<file path="config.mk">
export PLATFORM = sky130hd
export DESIGN_NAME = character_lcd_cursor_tracker
export DESIGN_NICKNAME = d
export VERILOG_FILES = /design/src/design/lcdct_pkg.sv /design/src/design/lcdct_front.sv /design/src/design/lcdct_queue.sv /design/src/design/lcdct_back.sv /design/src/design/character_lcd_cursor_tracker.sv
export SDC_FILE = /design/constraint.sdc
export NUM_CORES = 1
export LEC_CHECK = 0
export ABC_CLOCK_PERIOD_IN_PS = 7650
export BUFFER_PORTS_ARGS = -buffer_cell sky130_fd_sc_hd__buf_4
export CORE_ASPECT_RATIO = 0.6
export CORE_UTILIZATION = 45
export DETAILED_ROUTE_END_ITERATION = 6
export SKIP_LAST_GASP = 1
export SLEW_MARGIN = 10
export SYNTH_ARGS = -nofsm -noshare
export SYNTH_HDL_FRONTEND = slang
export SYNTH_SLANG_ARGS = --single-unit
</file>
<file path="constraint.sdc">
create_clock -name i_clk -period 7.65 [get_ports i_clk]
set_clock_uncertainty 0.2 [all_clocks]
set_input_delay 1.1475 -clock i_clk [delete_from_list [all_inputs] [get_ports i_clk]]
set_output_delay 1.1475 -clock i_clk [all_outputs]
set_load 0.02 [all_outputs]
</file>
<file path="src/design/lcdct_pkg.sv">
// Shared types and constants for the character LCD cursor tracker.
package lcdct_pkg;

    // Event kinds on the input channel; code seven is unused.
    typedef enum logic [2:0] {
        K_WRITE    = 3'd0,
        K_SET      = 3'd1,
        K_SCROLL_L = 3'd2,
        K_SCROLL_R = 3'd3,
        K_CLEAR    = 3'd4,
        K_HOME     = 3'd5,
        K_FLAGS    = 3'd6
    } t_kind;

    // Configuration register indexes.
    typedef enum logic [1:0] {
        CFG_COLUMN_COUNT  = 2'd0,
        CFG_LINE_COUNT    = 2'd1,
        CFG_TWO_CHIP      = 2'd2,
        CFG_RIGHT_TO_LEFT = 2'd3
    } t_cfg_index;

    localparam int CFG_DATA_W = 6;

    // Controller command bytes.
    localparam logic [7:0] CMD_CLEAR    = 8'h01;
    localparam logic [7:0] CMD_HOME     = 8'h02;
    localparam logic [7:0] CMD_DISPLAY  = 8'h08;
    localparam logic [7:0] CMD_SCROLL_L = 8'h18;
    localparam logic [7:0] CMD_SCROLL_R = 8'h1C;
    localparam logic [7:0] CMD_SET_ADDR = 8'h80;

    localparam logic [7:0] CHAR_CR = 8'h0D;
    localparam logic [7:0] CHAR_LF = 8'h0A;

    localparam logic [2:0] FLAGS_RESET = 3'b100;
    localparam logic [2:0] FLAG_CURSOR = 3'b010;

    // Most bytes one event can produce.
    localparam int MAX_RESULTS = 4;
    localparam int SLOT_W      = $clog2(MAX_RESULTS);

    // Packet queue between front and back.
    localparam int QUEUE_DEPTH = 2;
    localparam int QPTR_W      = (QUEUE_DEPTH > 1) ? $clog2(QUEUE_DEPTH) : 1;
    localparam int QCNT_W      = $clog2(QUEUE_DEPTH + 1);

    typedef struct packed {
        logic       rs;
        logic [7:0] value;
        logic       chip;
    } t_result;

    typedef struct packed {
        t_result [MAX_RESULTS-1:0] slot;
        logic [SLOT_W-1:0]         last_idx;
    } t_packet;

endpackage

</file>
<file path="src/design/lcdct_front.sv">
// Front end: config registers, cursor state and byte packet assembly per event.
module lcdct_front #(
    parameter int ROW_SPAN = 40
) (
    input  logic                           i_clk,
    input  logic                           i_rst_n,
    input  logic                           i_cfg_valid,
    input  logic [1:0]                     i_cfg_index,
    input  logic [lcdct_pkg::CFG_DATA_W-1:0] i_cfg_data,
    input  logic                           i_in_valid,
    input  logic [2:0]                     i_kind,
    input  logic [7:0]                     i_char_code,
    input  logic [5:0]                     i_column,
    input  logic [1:0]                     i_row,
    input  logic [2:0]                     i_flag_bits,
    input  logic                           i_full,
    output logic                           o_push,
    output lcdct_pkg::t_packet             o_pkt
);

    localparam int SW = $clog2(ROW_SPAN);

    // configuration
    logic [5:0] r_column_count;
    logic [2:0] r_line_count;
    logic       r_two_chip;
    logic       r_right_to_left;

    // tracked state
    logic [5:0]    r_cur_col, n_cur_col;
    logic [1:0]    r_cur_row, n_cur_row;
    logic [SW-1:0] r_scroll, n_scroll;
    logic          r_pending, n_pending;
    logic          r_active, n_active;
    logic [2:0]    r_flags, n_flags;

    logic [5:0] w_cols;
    logic [2:0] w_lines;
    logic       w_accept;

    // set-cursor unit inputs / outputs
    logic [5:0]    w_sc_col;
    logic [1:0]    w_sc_row;
    logic          w_sc_active;
    logic [SW-1:0] w_sc_scroll;
    logic          w_do_sc;
    logic [1:0]    w_row_cl;
    logic [5:0]    w_base_lo;
    logic [7:0]    w_sum;
    logic [SW-1:0] w_off;
    logic          w_next_chip;
    logic          w_need_off;
    logic [2:0]    w_flags_off;
    logic [SW-1:0] w_mod_tab [256];

    logic          w_act_m;
    logic          w_flag_chg;
    logic          w_is_crlf;
    lcdct_pkg::t_result [4:0] w_slot;
    logic [4:0]    w_sv;
    logic [2:0]    w_cnt;

    // write-char cursor advance
    logic [1:0] w_row_mid;
    logic [6:0] w_x;
    logic [2:0] w_y;

    // (sum mod ROW_SPAN) for every 8-bit sum
    for (genvar g = 0; g < 256; g++) begin : g_mod
        assign w_mod_tab[g] = SW'(g % ROW_SPAN);
    end

    assign w_cols  = (r_column_count == 6'd0) ? 6'd1 : r_column_count;
    assign w_lines = (r_line_count == 3'd0) ? 3'd1 :
                     (r_line_count > 3'd4)  ? 3'd4 : r_line_count;

    assign w_accept   = i_in_valid && !i_full;
    assign w_act_m    = r_two_chip & r_active;
    assign w_flag_chg = r_flags[2] ^ i_flag_bits[2];
    assign w_is_crlf  = (i_char_code == lcdct_pkg::CHAR_CR) ||
                        (i_char_code == lcdct_pkg::CHAR_LF);

    // Set-cursor operand selection
    always_comb begin
        w_sc_col    = r_cur_col;
        w_sc_row    = r_cur_row;
        w_sc_active = r_active;
        w_sc_scroll = r_scroll;
        w_do_sc     = 1'b0;
        unique case (i_kind)
            lcdct_pkg::K_WRITE: begin
                w_do_sc = (r_scroll != '0) || r_pending;
            end
            lcdct_pkg::K_SET: begin
                w_sc_col = i_column;
                w_sc_row = i_row;
                w_do_sc  = 1'b1;
            end
            lcdct_pkg::K_CLEAR: begin
                w_sc_col    = 6'd0;
                w_sc_row    = 2'd0;
                w_sc_active = 1'b0;
                w_sc_scroll = '0;
                w_do_sc     = r_two_chip;
            end
            lcdct_pkg::K_HOME: begin
                w_sc_col    = 6'd0;
                w_sc_row    = 2'd0;
                w_sc_scroll = '0;
                w_do_sc     = r_two_chip;
            end
            default: begin
            end
        endcase
    end

    // Address: row offset low bits only on one chip for lines two and three;
    // bit 6 of the offset is always row bit 0.
    assign w_row_cl    = ({1'b0, w_sc_row} >= w_lines) ? 2'(w_lines - 3'd1) : w_sc_row;
    assign w_base_lo   = (!r_two_chip && w_row_cl[1]) ? w_cols : 6'd0;
    assign w_sum       = 8'(w_sc_col) + 8'(w_base_lo) + 8'(w_sc_scroll);
    assign w_off       = w_mod_tab[w_sum];
    assign w_next_chip = r_two_chip & w_row_cl[1];
    assign w_need_off  = w_do_sc && r_two_chip && (w_sc_active != w_next_chip);
    assign w_flags_off = r_flags & ~lcdct_pkg::FLAG_CURSOR;

    // Result slots in emission order: two leading commands, cursor off,
    // set address, data byte.
    always_comb begin
        w_slot = '0;
        w_sv   = '0;
        unique case (i_kind)
            lcdct_pkg::K_SCROLL_L, lcdct_pkg::K_SCROLL_R, lcdct_pkg::K_HOME: begin
                w_slot[0].value = (i_kind == lcdct_pkg::K_SCROLL_L) ? lcdct_pkg::CMD_SCROLL_L :
                                  (i_kind == lcdct_pkg::K_SCROLL_R) ? lcdct_pkg::CMD_SCROLL_R :
                                  lcdct_pkg::CMD_HOME;
                w_slot[1].value = w_slot[0].value;
                w_slot[1].chip  = 1'b1;
                w_sv[0]         = 1'b1;
                w_sv[1]         = r_two_chip;
            end
            lcdct_pkg::K_CLEAR: begin
                // second chip first, then first chip
                w_slot[0].value = lcdct_pkg::CMD_CLEAR;
                w_slot[0].chip  = r_two_chip;
                w_slot[1].value = lcdct_pkg::CMD_CLEAR;
                w_sv[0]         = 1'b1;
                w_sv[1]         = r_two_chip;
            end
            lcdct_pkg::K_FLAGS: begin
                w_slot[0].value = lcdct_pkg::CMD_DISPLAY | {5'd0, i_flag_bits};
                w_slot[1].value = w_slot[0].value;
                w_slot[1].chip  = 1'b1;
                w_sv[0]         = 1'b1;
                if (w_flag_chg && r_two_chip) begin
                    w_sv[1] = 1'b1;
                end else begin
                    w_slot[0].chip = w_act_m;
                end
            end
            default: begin
            end
        endcase

        w_slot[2].value = lcdct_pkg::CMD_DISPLAY | {5'd0, w_flags_off};
        w_slot[2].chip  = w_sc_active;
        w_sv[2]         = w_need_off;

        w_slot[3].value = lcdct_pkg::CMD_SET_ADDR | {1'b0, w_row_cl[0], 6'(w_off)};
        w_slot[3].chip  = w_next_chip;
        w_sv[3]         = w_do_sc;

        w_slot[4].rs    = 1'b1;
        w_slot[4].value = i_char_code;
        w_slot[4].chip  = w_do_sc ? w_next_chip : w_act_m;
        w_sv[4]         = (i_kind == lcdct_pkg::K_WRITE) && !w_is_crlf;
    end

    // Pack valid slots to the front of the packet.
    always_comb begin
        o_pkt = '0;
        w_cnt = 3'd0;
        for (int k = 0; k < 5; k++) begin
            if (w_sv[k]) begin
                o_pkt.slot[w_cnt[lcdct_pkg::SLOT_W-1:0]] = w_slot[k];
                w_cnt = w_cnt + 3'd1;
            end
        end
        o_pkt.last_idx = lcdct_pkg::SLOT_W'(w_cnt - 3'd1);
    end

    assign o_push = w_accept && (w_cnt != 3'd0);

    // Cursor advance for a character write
    assign w_row_mid = w_do_sc ? w_row_cl : r_cur_row;
    assign w_x       = 7'(r_cur_col) + 7'd1;

    always_comb begin
        n_cur_col = r_cur_col;
        n_cur_row = r_cur_row;
        n_pending = r_pending;
        n_scroll  = r_scroll;
        n_active  = w_do_sc ? w_next_chip : r_active;
        n_flags   = w_need_off ? w_flags_off : r_flags;
        w_y       = {1'b0, w_row_mid};
        unique case (i_kind)
            lcdct_pkg::K_WRITE: begin
                n_pending = 1'b0;
                if (!r_right_to_left) begin
                    if ((i_char_code == lcdct_pkg::CHAR_CR) || (w_x >= {1'b0, w_cols})) begin
                        n_cur_col = 6'd0;
                        w_y       = w_y + 3'd1;
                        n_pending = 1'b1;
                    end else begin
                        n_cur_col = w_x[5:0];
                    end
                end else begin
                    if ((i_char_code == lcdct_pkg::CHAR_LF) || (r_cur_col == 6'd0)) begin
                        n_cur_col = w_cols - 6'd1;
                        w_y       = w_y + 3'd1;
                        n_pending = 1'b1;
                    end else begin
                        n_cur_col = r_cur_col - 6'd1;
                    end
                end
                if (w_y >= w_lines) begin
                    w_y = 3'd0;
                end
                n_cur_row = w_y[1:0];
            end
            lcdct_pkg::K_SET: begin
                n_cur_col = i_column;
                n_cur_row = w_row_cl;
                n_pending = 1'b0;
            end
            lcdct_pkg::K_SCROLL_L: begin
                n_scroll = (r_scroll == SW'(ROW_SPAN - 1)) ? '0 : r_scroll + SW'(1);
            end
            lcdct_pkg::K_SCROLL_R: begin
                n_scroll = (r_scroll == '0) ? SW'(ROW_SPAN - 1) : r_scroll - SW'(1);
            end
            lcdct_pkg::K_CLEAR, lcdct_pkg::K_HOME: begin
                n_cur_col = 6'd0;
                n_cur_row = 2'd0;
                n_pending = 1'b0;
                n_scroll  = '0;
            end
            lcdct_pkg::K_FLAGS: begin
                n_flags = i_flag_bits;
            end
            default: begin
            end
        endcase
    end

    always_ff @(posedge i_clk) begin
        if (!i_rst_n) begin
            r_column_count  <= 6'd20;
            r_line_count    <= 3'd1;
            r_two_chip      <= 1'b0;
            r_right_to_left <= 1'b0;
        end else if (i_cfg_valid) begin
            unique case (i_cfg_index)
                lcdct_pkg::CFG_COLUMN_COUNT:  r_column_count  <= i_cfg_data[5:0];
                lcdct_pkg::CFG_LINE_COUNT:    r_line_count    <= i_cfg_data[2:0];
                lcdct_pkg::CFG_TWO_CHIP:      r_two_chip      <= i_cfg_data[0];
                lcdct_pkg::CFG_RIGHT_TO_LEFT: r_right_to_left <= i_cfg_data[0];
                default: begin
                end
            endcase
        end
    end

    always_ff @(posedge i_clk) begin
        if (!i_rst_n) begin
            r_cur_col <= 6'd0;
            r_cur_row <= 2'd0;
            r_scroll  <= '0;
            r_pending <= 1'b0;
            r_active  <= 1'b0;
            r_flags   <= lcdct_pkg::FLAGS_RESET;
        end else if (w_accept) begin
            r_cur_col <= n_cur_col;
            r_cur_row <= n_cur_row;
            r_scroll  <= n_scroll;
            r_pending <= n_pending;
            r_active  <= n_active;
            r_flags   <= n_flags;
        end
    end

endmodule

</file>
<file path="src/design/lcdct_queue.sv">
// Small packet queue between the front end and the byte sequencer.
module lcdct_queue (
    input  logic               i_clk,
    input  logic               i_rst_n,
    input  logic               i_push,
    input  lcdct_pkg::t_packet i_pkt,
    output logic               o_full,
    input  logic               i_pop,
    output lcdct_pkg::t_packet o_pkt,
    output logic               o_empty
);

    lcdct_pkg::t_packet r_mem [lcdct_pkg::QUEUE_DEPTH];
    logic [lcdct_pkg::QPTR_W-1:0] r_wr_ptr, r_rd_ptr;
    logic [lcdct_pkg::QCNT_W-1:0] r_count;
    logic w_do_push, w_do_pop;

    assign o_full    = (r_count == lcdct_pkg::QCNT_W'(lcdct_pkg::QUEUE_DEPTH));
    assign o_empty   = (r_count == '0);
    assign w_do_push = i_push && !o_full;
    assign w_do_pop  = i_pop && !o_empty;
    assign o_pkt     = r_mem[r_rd_ptr];

    function automatic logic [lcdct_pkg::QPTR_W-1:0] bump(
        input logic [lcdct_pkg::QPTR_W-1:0] p
    );
        return (p == lcdct_pkg::QPTR_W'(lcdct_pkg::QUEUE_DEPTH - 1)) ?
               '0 : p + lcdct_pkg::QPTR_W'(1);
    endfunction

    always_ff @(posedge i_clk) begin
        if (w_do_push) begin
            r_mem[r_wr_ptr] <= i_pkt;
        end
    end

    always_ff @(posedge i_clk) begin
        if (!i_rst_n) begin
            r_wr_ptr <= '0;
            r_rd_ptr <= '0;
            r_count  <= '0;
        end else begin
            if (w_do_push) begin
                r_wr_ptr <= bump(r_wr_ptr);
            end
            if (w_do_pop) begin
                r_rd_ptr <= bump(r_rd_ptr);
            end
            if (w_do_push && !w_do_pop) begin
                r_count <= r_count + lcdct_pkg::QCNT_W'(1);
            end else if (w_do_pop && !w_do_push) begin
                r_count <= r_count - lcdct_pkg::QCNT_W'(1);
            end
        end
    end

endmodule

</file>
<file path="src/design/lcdct_back.sv">
// Byte sequencer: plays one packet out one result per transfer.
module lcdct_back (
    input  logic               i_clk,
    input  logic               i_rst_n,
    input  logic               i_empty,
    input  lcdct_pkg::t_packet i_pkt,
    output logic               o_pop,
    output logic               o_out_valid,
    input  logic               i_out_stall,
    output logic               o_register_select,
    output logic [7:0]         o_value,
    output logic               o_chip,
    output logic               o_last
);

    lcdct_pkg::t_packet               r_pkt;
    logic [lcdct_pkg::SLOT_W-1:0]     r_idx;
    logic                             r_busy;
    logic                             w_xfer;
    logic                             w_done;
    lcdct_pkg::t_result               w_cur;

    assign w_cur  = r_pkt.slot[r_idx];
    assign o_last = (r_idx == r_pkt.last_idx);
    assign w_xfer = r_busy && !i_out_stall;
    assign w_done = w_xfer && o_last;
    assign o_pop  = !i_empty && (!r_busy || w_done);

    assign o_out_valid       = r_busy;
    assign o_register_select = w_cur.rs;
    assign o_value           = w_cur.value;
    assign o_chip            = w_cur.chip;

    always_ff @(posedge i_clk) begin
        if (o_pop) begin
            r_pkt <= i_pkt;
        end
    end

    always_ff @(posedge i_clk) begin
        if (!i_rst_n) begin
            r_busy <= 1'b0;
            r_idx  <= '0;
        end else if (o_pop) begin
            r_busy <= 1'b1;
            r_idx  <= '0;
        end else if (w_done) begin
            r_busy <= 1'b0;
        end else if (w_xfer) begin
            r_idx <= r_idx + lcdct_pkg::SLOT_W'(1);
        end
    end

endmodule

</file>
<file path="src/design/character_lcd_cursor_tracker.sv">
// Top level of the character LCD cursor tracker.
//
//  channel | handshake               | payload
//  --------+-------------------------+--------------------------------------------
//  in      | i_in_valid / o_in_stall | i_kind i_char_code i_column i_row i_flag_bits
//  out     | o_out_valid/i_out_stall | o_register_select o_value o_chip o_last
//  cfg     | i_cfg_valid/o_cfg_ready | i_cfg_index i_cfg_data
//
// An event is classified and its cursor state updated in the cycle it is
// accepted; its zero to four bytes pass through the packet queue and leave the
// sequencer at one byte per cycle while i_out_stall is low, a rate set by the
// single output port; single-byte events stream at one per cycle too. Reset
// (synchronous, low) empties the queue and sequencer and restores default
// config and cursor state. An output stall backs up through the two-entry
// packet queue before o_in_stall rises; config is always ready.
module character_lcd_cursor_tracker #(
    parameter int ROW_SPAN = 40
) (
    input  logic                             i_clk,
    input  logic                             i_rst_n,
    // configuration
    input  logic                             i_cfg_valid,
    output logic                             o_cfg_ready,
    input  logic [1:0]                       i_cfg_index,
    input  logic [lcdct_pkg::CFG_DATA_W-1:0] i_cfg_data,
    // events in
    input  logic                             i_in_valid,
    output logic                             o_in_stall,
    input  logic [2:0]                       i_kind,
    input  logic [7:0]                       i_char_code,
    input  logic [5:0]                       i_column,
    input  logic [1:0]                       i_row,
    input  logic [2:0]                       i_flag_bits,
    // controller bytes out
    output logic                             o_out_valid,
    input  logic                             i_out_stall,
    output logic                             o_register_select,
    output logic [7:0]                       o_value,
    output logic                             o_chip,
    output logic                             o_last
);

    logic               w_push;
    logic               w_full;
    logic               w_pop;
    logic               w_empty;
    lcdct_pkg::t_packet w_front_pkt;
    lcdct_pkg::t_packet w_queue_pkt;

    // Config registers sit in the front end and are writable at any cycle.
    assign o_cfg_ready = 1'b1;
    // Front end only stalls when the packet queue is full.
    assign o_in_stall  = w_full;

    lcdct_front #(
        .ROW_SPAN (ROW_SPAN)
    ) u_front (
        .i_clk       (i_clk),
        .i_rst_n     (i_rst_n),
        .i_cfg_valid (i_cfg_valid),
        .i_cfg_index (i_cfg_index),
        .i_cfg_data  (i_cfg_data),
        .i_in_valid  (i_in_valid),
        .i_kind      (i_kind),
        .i_char_code (i_char_code),
        .i_column    (i_column),
        .i_row       (i_row),
        .i_flag_bits (i_flag_bits),
        .i_full      (w_full),
        .o_push      (w_push),
        .o_pkt       (w_front_pkt)
    );

    // Each entry holds every byte of one event plus the index of its last byte.
    lcdct_queue u_queue (
        .i_clk   (i_clk),
        .i_rst_n (i_rst_n),
        .i_push  (w_push),
        .i_pkt   (w_front_pkt),
        .o_full  (w_full),
        .i_pop   (w_pop),
        .o_pkt   (w_queue_pkt),
        .o_empty (w_empty)
    );

    // Sequencer reloads on the same edge its final byte transfers when the queue holds a packet: no bubble.
    lcdct_back u_back (
        .i_clk             (i_clk),
        .i_rst_n           (i_rst_n),
        .i_empty           (w_empty),
        .i_pkt             (w_queue_pkt),
        .o_pop             (w_pop),
        .o_out_valid       (o_out_valid),
        .i_out_stall       (i_out_stall),
        .o_register_select (o_register_select),
        .o_value           (o_value),
        .o_chip            (o_chip),
        .o_last            (o_last)
    );

endmodule

</file>
==> results.md <==
* # diodes at 0
* Failing checks: DRC
* Mapped Area at 9099 µm²
* Clock Sinks at 162
* Most numerous cell in the Yosys netlist: edfxtp_1
* Max Freq at 139.3 MHz
* Area growth, synth to finish at 12.93%
* Fin. Hold Viols at 0
* HP Class: reg -> reg
* Cell taking the most area after synthesis: edfxtp_1
* Post_cts resized at 0
* Initial DRC count at 749
* Worst EP required at 7.59 ns
* Dpl cell area at 9724 µm²
* Critical Path Fanout Max at 11
* Number of nets with antenna violations after routing at 0
* Core Rows at 39
* Max Buffers Root-to-Sink at 2
* Worst path max stage delay at 0.54 ns
* Post CTS Setup Buffer Count at 0
* CTS Hold Bufs at 0
* Top-area cell type share of the netlist area at 41.58%
* Die footprint at 20810 µm²
* Register area share after synthesis at 49.50%
* Setup_tns at 0 ns
* PD cells at 278.7 nW/µm²
* Gpl congestion at 0.9522
* Fin crit period at 7.178 ns
* CP Launch Type: input port
* H-tree depth at 4
* Grt total ovfl at 0
* CP arrival at 7.12 ns
* Worst VDD drop at 341.9 µV
* Via count at 6708
* Relative slew slack at 25.07%
* Post-synthesis net count at 915
* Starting Density at 46.85%
* Leak at 0.003938 µW
* Clock-pin slew on the worst setup and hold paths at 0.07 ns
* DRT Pass-1 Iters at 7
* PortBufs at 47
* RSZ-0062 raised after global routing: false
* Initial antenna violation count at 0
* Max-Cap Viols at 0
* Routed length per instance at 20.76 µm
* Crit-path slowest cell: a211oi_1
* Core area at 19420 µm²
* Routed wire length at 23890 µm
* CTS buffer count at 17
* CTS root buf: clkbuf_16
* Die X at 185.6 µm
* Post-synth EDFFs at 126
* DP Wirelength at 17390 µm
* # IOs at 49
* FFs w/ async S/R, synth at 0%
* Design area at 10270 µm²
* CTS tree: yes
* Final Setup Violations at 0
* # nets final at 958
* Layout cells sized above 1 at 16.72%
* Gr usage total at 23.87%
* Worst setup EP type: flip-flop
* Area contributors post-synth: edfxtp_1 42%, dfxtp_1 7.9%, ha_1 6.6%
* Distinct cells, synth at 70
* First-pass GRT wire length at 36730 µm
* Post-Synthesis Mean Instance Area at 10.96 µm²
* Clock latency on the worst-skew pair at 0.43 ns
* Ys flop type: edfxtp_1
* Via density at 5.828
* Synth top cells by count: 126 x edfxtp_1, 89 x nand2_1, 48 x ha_1
* Register bit total from synthesis at 162
* Die H at 112.1 µm
* Outcome: complete, but fails checks
* Number of global-route vias before repair at 6326
* Slew @ Worst Pin at 1.124 ns
* Yosys warning count at 0
* DRC violations left at 1
* Post-Synthesis Cells at 830
* Largest net degree at the start of global routing at 44
* Final slew viol count at 0
* CP Class: in -> reg
* Fin crit share at 93.84%
==> placed cells by master (no fill, tap or decap), drive strengths merged, types with 36 or more instances in the layout <==
cell	Yosys	routed
nand2	89	89
o21ai	42	42
inv	43	44
ha	48	48
dfxtp	36	36
nor2	42	42
edfxtp	126	126
a21oi	41	41
mux2	47	47
buf	11	57
==> cell families (layout without fill, tap and decap cells) <==
| logic type | Yosys count | count (layout) | synth area share (%) |
|---|---|---|---|
| flip-flops | 162 | 162 | 49.50 |
| buffers and inverters | 78 | 133 | 3.383 |
| AND/OR/NAND/NOR | 244 | 244 | 13.05 |
| other | 1 | 1 | 0.04121 |
| multiplexers | 69 | 69 | 9.654 |
| AO/OA/AOI/OAI | 194 | 194 | 14.25 |
| XOR/XNOR | 32 | 32 | 3.080 |
| adder cells (fa/ha/maj) | 50 | 50 | 7.041 |
==> per-stage QoR <==
step / hold WS (ns) / util [%] / power [µW] / cells / setup slack, ns
global route: 0.3507 / 52.91 / 3001 / 1151 / 0.03374
detailed placement: 0.3123 / 50.07 / 2055 / 1120 / 0.1486
finish: 0.3333 / 52.91 / 2864 / 1151 / 0.4715
global placement: 0.2985 / 50.07 / 2035 / 1120 / 0.4359
floorplan: 0.2780 / - / 1794 / 830 / 1.037
CTS: 0.3291 / 52.91 / 2875 / 1151 / 0.4611
==> area by class of cell <==
class,instances,area (µm²)
Clock buffer,20,436.7
Multi-Input combinational cell,590,4289
Tap cell,266,332.8
Sequential cell,162,4506
Timing Repair Buffer,57,427.9
Clock inverter,11,113.9
Inverter,45,168.9
Fill cell,1730,9146
==> metal layers <==
metal	vias to the layer above	GRT usage, %	part of all wire [%]
li1	3161	-	-
met1	3279	37.67	50
met2	249	32.48	41
met3	19	5.548	7.7
met4	0	5.683	0.96
met5	-	0	0
==> state kept, by name, summed over array words and instances, names as in the netlist <==
name                     count
u_back.r_pkt                42
u_front.r_two_chip           1
u_front.r_active             1
u_queue.r_rd_ptr             1
u_front.r_flags              2
u_front.r_cur_col            6
u_queue.r_mem               84
u_queue.r_wr_ptr             1
u_front.r_scroll             6
u_front.r_right_to_left      1
u_front.r_pending            1
u_front.r_cur_row            2
u_queue.r_count              2
u_back.r_idx                 2
u_front.r_column_count       6
u_back.o_out_valid           1
u_front.r_line_count         3
==> critical path, delay by kind of cell <==
kind,cells,cell delay (ns)
adders and majority gates,3,1.10
muxes,1,0.48
buffers and inverters,2,0.28
AOI/OAI and AO/OA,10,2.31
and+or+nand+nor,7,1.51
xor gates and xnor gates,2,0.28
==> final timing paths <==
| path | slack [ns] | to | startpoint | depth (start not counted) |
|---|---|---|---|---|
| worst max register to register | 1.42 | u_queue.r_mem[0][28]$_DFFE_PP_ | u_front.r_line_count[0]$_SDFFE_PN1P_ | 23 |
| worst min register to register | 0.33 | u_front.r_pending$_SDFFE_PN0P_ | u_front.r_pending$_SDFFE_PN0P_ | 2 |
| worst min-delay path | 0.33 | u_front.r_pending$_SDFFE_PN0P_ | u_front.r_pending$_SDFFE_PN0P_ | 2 |
| worst max-delay path | 0.47 | u_queue.r_mem[0][28]$_DFFE_PP_ | i_kind[0] | 25 |
==> report_power, final <==
group	switching, µW	internal, µW
clock network	344	475
logic	410	330
registers	116	1190
total	871	1990
Note: power is estimated with default switching activity, not from simulation.
